==> config.mk <==
export PLATFORM = sky130hd
export DESIGN_NAME = icrb_front
export DESIGN_NICKNAME = d
export VERILOG_FILES = /design/src/design/image_convolution_replicate_border_top_assert.svh /design/src/design/icrb_pkg.sv /design/src/design/icrb_front.sv
export SDC_FILE = /design/constraint.sdc
export NUM_CORES = 1
export LEC_CHECK = 0
export BUFFER_PORTS_ARGS = -buffer_cell sky130_fd_sc_hd__buf_2
export CELL_PAD_IN_SITES_DETAIL_PLACEMENT = 1
export CELL_PAD_IN_SITES_GLOBAL_PLACEMENT = 1
export CORE_ASPECT_RATIO = 1.5
export CORE_MARGIN = 2
export CORE_UTILIZATION = 38
export CTS_BUF_LIST = sky130_fd_sc_hd__clkbuf_16
export DETAILED_ROUTE_END_ITERATION = 7
export PLACE_DENSITY_LB_ADDON = 0.2
export SLEW_MARGIN = 20
export SYNTH_ARGS = -nofsm -noshare
export SYNTH_HDL_FRONTEND = slang
export SYNTH_SLANG_ARGS = --single-unit
==> constraint.sdc <==
create_clock -name clk_i -period 2.5 [get_ports clk_i]
set_input_delay 0.125 -clock clk_i [delete_from_list [all_inputs] [get_ports clk_i]]
set_output_delay 0.125 -clock clk_i [all_outputs]
set_load 0.02 [all_outputs]
==> src/design/image_convolution_replicate_border_top_assert.svh <==
// Assertion macros for the replicated-border convolution block.
// Used by modules that check their own logic; needs clk_i and rst_ni in scope.
`ifndef IMAGE_CONVOLUTION_REPLICATE_BORDER_TOP_ASSERT_SVH
`define IMAGE_CONVOLUTION_REPLICATE_BORDER_TOP_ASSERT_SVH

// same-cycle implication
`define ICRB_ASSERT_IMPLY(lbl, ante, cons) \
  lbl: assert property (@(posedge clk_i) disable iff (!rst_ni) (ante) |-> (cons)) \
    else $error("icrb assertion failed");

// next-cycle implication
`define ICRB_ASSERT_NEXT(lbl, ante, cons) \
  lbl: assert property (@(posedge clk_i) disable iff (!rst_ni) (ante) |=> (cons)) \
    else $error("icrb assertion failed");

`endif

==> src/design/icrb_pkg.sv <==
// Shared types and codes for the replicated-border convolution block.
// No dependencies.
package icrb_pkg;

  localparam logic [1:0] CMD_COEF  = 2'd0;
  localparam logic [1:0] CMD_PIXEL = 2'd1;
  localparam logic [1:0] CMD_DRAIN = 2'd2;

  localparam logic [1:0] CFG_WIDTH  = 2'd0;
  localparam logic [1:0] CFG_HEIGHT = 2'd1;
  localparam logic [1:0] CFG_RADIUS = 2'd2;

  typedef enum logic [1:0] {
    KIND_COEF,
    KIND_PIXEL,
    KIND_DRAIN,
    KIND_NOP
  } icrb_kind_e;

  typedef struct packed {
    icrb_kind_e         kind;
    logic [7:0]         pixel;
    logic [5:0]         coef_idx;
    logic signed [15:0] coef_val;
  } icrb_item_t;

  typedef enum logic [2:0] {
    ST_IDLE,
    ST_CHECK,
    ST_MAC,
    ST_DRAIN,
    ST_RESULT
  } icrb_state_e;

endpackage

==> src/design/icrb_front.sv <==
// Front end: takes input transfers, classifies them and queues them (2 entries).
// Depends on icrb_pkg.
module icrb_front import icrb_pkg::*; #(
  parameter int MAX_RADIUS = 3,
  parameter int COEF_BITS  = 16
) (
  input  logic        clk_i,
  input  logic        rst_ni,
  input  logic        s_axis_tvalid,
  output logic        s_axis_tready,
  input  logic [31:0] s_axis_tdata,   // pixel_value, coef_index, coef_value, pad
  input  logic [1:0]  s_axis_tuser,   // command
  output logic        q_valid_o,
  output icrb_item_t  q_item_o,
  input  logic        q_pop_i
);

  localparam int KCOUNT = (2 * MAX_RADIUS + 1) * (2 * MAX_RADIUS + 1);
  localparam int CHI    = (1 << (COEF_BITS - 1)) - 1;
  localparam int CLO    = -CHI - 1;

  icrb_item_t item_in;
  icrb_item_t q_mem_q [2];
  logic       wr_ptr_q, rd_ptr_q;
  logic [1:0] cnt_q;
  logic       push;
  int         cv;

  assign s_axis_tready = (cnt_q != 2'd2);
  assign push          = s_axis_tvalid && s_axis_tready;
  assign q_valid_o     = (cnt_q != 2'd0);
  assign q_item_o      = q_mem_q[rd_ptr_q];

  always_comb begin
    cv = 32'(signed'(s_axis_tdata[29:14]));
    item_in.pixel    = s_axis_tdata[7:0];
    item_in.coef_idx = s_axis_tdata[13:8];
    if (cv > CHI) begin
      cv = CHI;
    end else if (cv < CLO) begin
      cv = CLO;
    end
    item_in.coef_val = 16'(cv);
    case (s_axis_tuser)
      CMD_COEF: begin
        // loads beyond the largest kernel are dropped
        item_in.kind = (32'(s_axis_tdata[13:8]) < KCOUNT) ? KIND_COEF : KIND_NOP;
      end
      CMD_PIXEL: item_in.kind = KIND_PIXEL;
      CMD_DRAIN: item_in.kind = KIND_DRAIN;
      default:   item_in.kind = KIND_NOP;
    endcase
  end

  always_ff @(posedge clk_i) begin
    if (push) begin
      q_mem_q[wr_ptr_q] <= item_in;
    end
  end

  always_ff @(posedge clk_i or negedge rst_ni) begin
    if (!rst_ni) begin
      wr_ptr_q <= 1'b0;
      rd_ptr_q <= 1'b0;
      cnt_q    <= 2'd0;
    end else begin
      if (push) wr_ptr_q <= ~wr_ptr_q;
      if (q_pop_i) rd_ptr_q <= ~rd_ptr_q;
      cnt_q <= cnt_q + {1'b0, push} - {1'b0, q_pop_i};
    end
  end

endmodule

; ---- Word level (Yosys, flattened, before mapping)
; Memories as Yosys holds them, arrays and structs flattened.
; Index checks and enable logic that the tools add are counted.
[word_totals]
register_bits = 4
ram_bits = 64
output_inout_bits = 34
elab_cells = 23
mem_count = 1
[op_classes]
addsub = 2
order_cmp = 3
eq_ne = 3
mux = 6
bitwise = 2
reduce_logical = 3
[memory_table]
columns = name, words, word_bits, rd, rd_ports_with_merged_regs, wr, line_no
row1 = q_mem_q, 2, 32, 1, 0, 1, icrb_front.sv:23  ; icrb_item_t q_mem_q [2];
[op_table]
columns = cell, n
row1 = $mux W16, 2
row2 = $gt A16 B16 Y1 const B, 1
row3 = $lt A16 B16 Y1 const B, 1
row4 = $lt A6 B6 Y1 const B, 1
row5 = $pmux W2 S3, 1
row6 = $add A2 B1 Y2, 1
row7 = $eq A2 B1 Y1 const B, 1
row8 = $eq A2 B2 Y1 const B, 1
row9 = $logic_not A2 Y1, 1
row10 = $mux W1, 2
row11 = $mux W2, 1
row12 = $ne A2 B2 Y1 const B, 1
row13 = $not A1 Y1, 2
row14 = $reduce_bool A2 Y1, 1
row15 = $sub A2 B1 Y2, 1
row16 = $logic_and A1 B1 Y1, 1

; ---- Depth between registers and ports, before layout
[logic_depth]
depth_word = 4
mapped_depth = 7
mapped_depth_nobuf = 7

; ---- Least setup slack after synthesis
; Ideal clock, no wire load.
[synth_path]
path_kind = register to register
from = register cnt_q[1]
to = memory q_mem_q[0][0] (netlist bit), enable pin
setup_time_ns = 0.421
arrival_time_ns = 2.113
required_ns = 2.079
slack_ns = -0.034
stages_incl_launch_ff = 4
n_path_buf = 0
period_less_slack_ns = 2.534
path_cell_list = dfrtp_1 > nand2b_1 > nand2_1 > nor2_1
[synth_via]
elab_chain_len = 4
[synth_lines]
columns = item, line_no
row1 = start: declaration, icrb_front.sv:25  ; logic [1:0] cnt_q;
row2 = start signal: assignment, icrb_front.sv:69  ; cnt_q <= cnt_q + {1'b0, push} - {1'b0, q_pop_i};
row3 = $ne A2 B2 Y1, icrb_front.sv:29  ; assign s_axis_tready = (cnt_q != 2'd2);
row4 = named net s_axis_tready, icrb_front.sv:10  ; output logic s_axis_tready,
row5 = $logic_and A1 B1 Y1, icrb_front.sv:30  ; assign push = s_axis_tvalid && s_axis_tready;
row6 = $mux W1, icrb_front.sv:56  ; if (push) begin
row7 = $mux W1 (implied by the code), icrb_front.sv:57  ; q_mem_q[wr_ptr_q] <= item_in;
row8 = end: declaration, icrb_front.sv:23
; The timed path passes the listed nets, and every way through them passes these cells.

; ---- Worst setup path after layout
[layout_path]
from = register cnt_q[0]
to = memory q_mem_q[0][17] (netlist bit), enable pin
[layout_via]
elab_chain_len = 4
[layout_lines]
columns = item, line_no
row1 = $ne A2 B2 Y1, icrb_front.sv:29
row2 = $logic_and A1 B1 Y1, icrb_front.sv:30
row3 = $mux W1, icrb_front.sv:56
row4 = $mux W1 (implied by the code), icrb_front.sv:57
; No other way between the ends.

==> impl_metrics.yaml <==
route:
  dr.first_iter.drc_count: 102
  antenna_left: 0
  avgViaCountPerCell: 4.66
  drc: 0
  wl_per_cell_um: 15.4
  routed_wl_mm: 4.77
  drt_pass1_iterations: 5
  num_vias: 1445
sta:
  tightest_slew_ns: 0.448
  hold_violations: 0
  max_freq_ghz: 0.576
  relSlewSlack: 0.701
  setup_tns_ns: 0
  slew_viol_final: 0
  fin_crit_sh: 0.694
  setup_viol: 0
  fin_hold_ws_ns: 0.0132
  fin_worst_skew_ns: 0.00388
  setup_slack_ns: 0.764
  period_needed_ns: 1.74
  rsz0062_at_grt: "false"
setup_path:
  start_kind: "register"
  r2r_end: "q_mem_q[0][17]"
  worst-path-buf-inv: 1
  reg2reg_depth: 4
  reg2reg_slack_ns: 0.76
  cp.required_ns: 2.50
  end_kind: "register"
  slowest_stage: "dfrtp_1"
  crit_fanout: 20
  r2r_start: "cnt_q[0]"
  path_cells: "nand2b_1 -> nand2_1 -> nor2_4 -> buf_4"
  crit_family: "simple AND/OR/NAND/NOR gates"
  arrival_ns: 1.74
  criticalPathCategory: "register to register"
  cpPeakStageDelay_ns: 0.37
job:
  maxCapViolations: 0
hold_path:
  holdPathEnd: "rd_ptr_q"
  holdCritStartpoint: "q_pop_i"
  hold_class: "input pin to register"
  hold_depth: 2
clocking:
  post_cts_resize_count: 0
  clock_path_buffers: 2
  cts_buffers: 9
  cts_root_buffer: "clkbuf_16"
  cts_tree: "built"
  clock_latency_ns: 0.33
  postCtsSetupBuffers: 0
  path_clk_slew_ns: 0.05
  numClockSinks: 68
  cts_max_level: 3
pwr:
  p_per_area_nw_per_um2: 1140
  switchingPower_w: 0.00128
  intPower_w: 0.00275
  netSwitchingFraction: 0.317
  pwr-share-seq: 0.407
  combPwrFrac: 0.330
  leakagePower_nw: 1.37
  p_clk_frac: 0.262
  max-vdd-ir-drop_v: 0.000655
yosys:
  synthArstFlopShare: 0.0588
  ys_seq_elements: 68
  synth_area_um2: 2590
  yosysTopAreaCell: "edfxtp_1"
  synth.avg_cell_area_um2: 19.0
  synth_edf_count: 64
  synth_ff_type: "edfxtp_1"
  synth_cell_type_count: 18
  syn_inst: 136
  ys_warn_count: 0
  ys_seq_area_frac: 0.781
  netlist_top_cells_area: "edfxtp_1, mux2_2, dfrtp_1, clkbuf_1, xnor2_1"
  yosys.area.top_type_share: 0.743
  syn_nets: 176
layout:
  syn_to_final_growth_pct: 36.5
  diodes: 0
  fin_nets: 270
  final_layout_size_suffix_gt1_frac: 0.500
global_route:
  grt_pass1_wl_mm: 7.84
  overflow: 0
  grt_pass1_vias: 1585
  antenna_found_initial: 0
  grt_usage: 0.144
  grt_max_degree: 34
floorplanning:
  fp.dieW_um: 71.4
  fp.coreArea_um2: 6530
  row_count: 36
  fp.dieH_um: 105
  die-area_um2: 7500
  pin_count: 72
  start_util: 0.396
place:
  dp_worst_setup_slack_ns: 0.736
  hpwl_mm: 3.03
  gp_congestion: 0.663
  portBuffers: 69
outcome:
  status: "complete, no violations"
[cell usage in the layout, fill, tap and decap left out]
cell           synthesis  layout
ha_1                   2       2
dfrtp_1                4       4
nand2b_1               1       1
xnor2_1                3       3
clkinv_2               0       2
buf_4                  3       3
xor2_1                 1       1
clkbuf_16              0       9
and3_1                 1       1
edfxtp_1              64      64
nand2_1                1       1
inv_1                  1       3
or2_2                  1       1
clkinv_1               0       2
mux2_2                32      32
dlygate4sd3_1          0      31
or4_1                  1       1
nor2_4                 0       1
o21bai_1               2       2
buf_2                  1      69
nand3_1                1       1
[worst max path at each step]
stage	cells past startpoint	start	endpoint
floorplan	3	cnt_q[1]	q_mem_q[0][0]
global placement	4	cnt_q[1]	q_mem_q[0][14]
detailed placement	4	cnt_q[1]	q_mem_q[0][14]
CTS	4	cnt_q[0]	q_mem_q[0][10]
global route	4	cnt_q[0]	q_mem_q[0][17]
finish	4	cnt_q[0]	q_mem_q[0][17]
[through the flow]
step,instances,cell area [µm²],util,power (W)
detailed placement,264,2970,0.455,0.00297
global route,310,3530,0.541,0.00423
floorplan,136,2590,-,0.00257
global placement,264,2970,0.455,0.00291
CTS,310,3530,0.541,0.00408
finish,310,3530,0.541,0.00403
[synthesized netlist by cell type (2+ instances only)]
library cell and number:
o21bai_1 2, ha_1 2, buf_4 3, xnor2_1 3
edfxtp_1 64, dfrtp_1 4, mux2_2 32, clkbuf_1 16
[cell families (layout without fill, tap and decap cells)]
family	Yosys count	count (layout)	share of synthesized area
AOI/OAI and AO/OA	2	2	0.00580
xor gates and xnor gates	4	4	0.0135
adders and majority gates	2	2	0.00967
buffers and inverters	21	119	0.0353
DFF	68	68	0.781
muxes	32	32	0.139
and+or+nand+nor	7	7	0.0150
[metal layers]
layer | vias to the layer above | global-route usage | wire [µm]
li1 | 682 | - | -
met4 | 0 | 0.0809 | 123
met3 | 10 | 0.0598 | 306
met5 | - | 0 | 0
met1 | 699 | 0.154 | 1840
met2 | 54 | 0.234 | 2500
[worst register-to-register path, stage by stage, from the launching register on]
cell      delay [ns]
dfrtp_1         0.37
nand2b_1        0.16
nand2_1         0.15
nor2_4          0.35
buf_4           0.37
[power groups by stage]
stage	sequential (W)	clock (W)	combinational [W]
after floorplan	0.00164	0	0.000936
after global placement	0.00164	0	0.00127
after detailed placement	0.00166	0	0.00130
after CTS	0.00164	0.00109	0.00136
after global routing	0.00167	0.00112	0.00144
final	0.00164	0.00106	0.00133
[state kept, by name, summed over array words and instances, names as in the netlist]
register and count:
q_mem_q 64, rd_ptr_q 1, cnt_q 2, wr_ptr_q 1
[final cells by class]
type	instances	area (µm²)
multi-input combinational	47	482
clock buffer	9	225
timing repair buffer	103	678
inverter	1	3.75
sequential	68	2020
clock inverter	6	25.0
tap	76	95.1
fill	620	3000
[timing repair]
| action | 4_1_cts | 5_1_grt |
|---|---|---|
| endpoints found under the setup margin | 0 | 0 |
| endpoints found under the hold margin | 64 | 0 |
| hold buffers | 31 | 0 |
(Power assumes the default switching activity.)
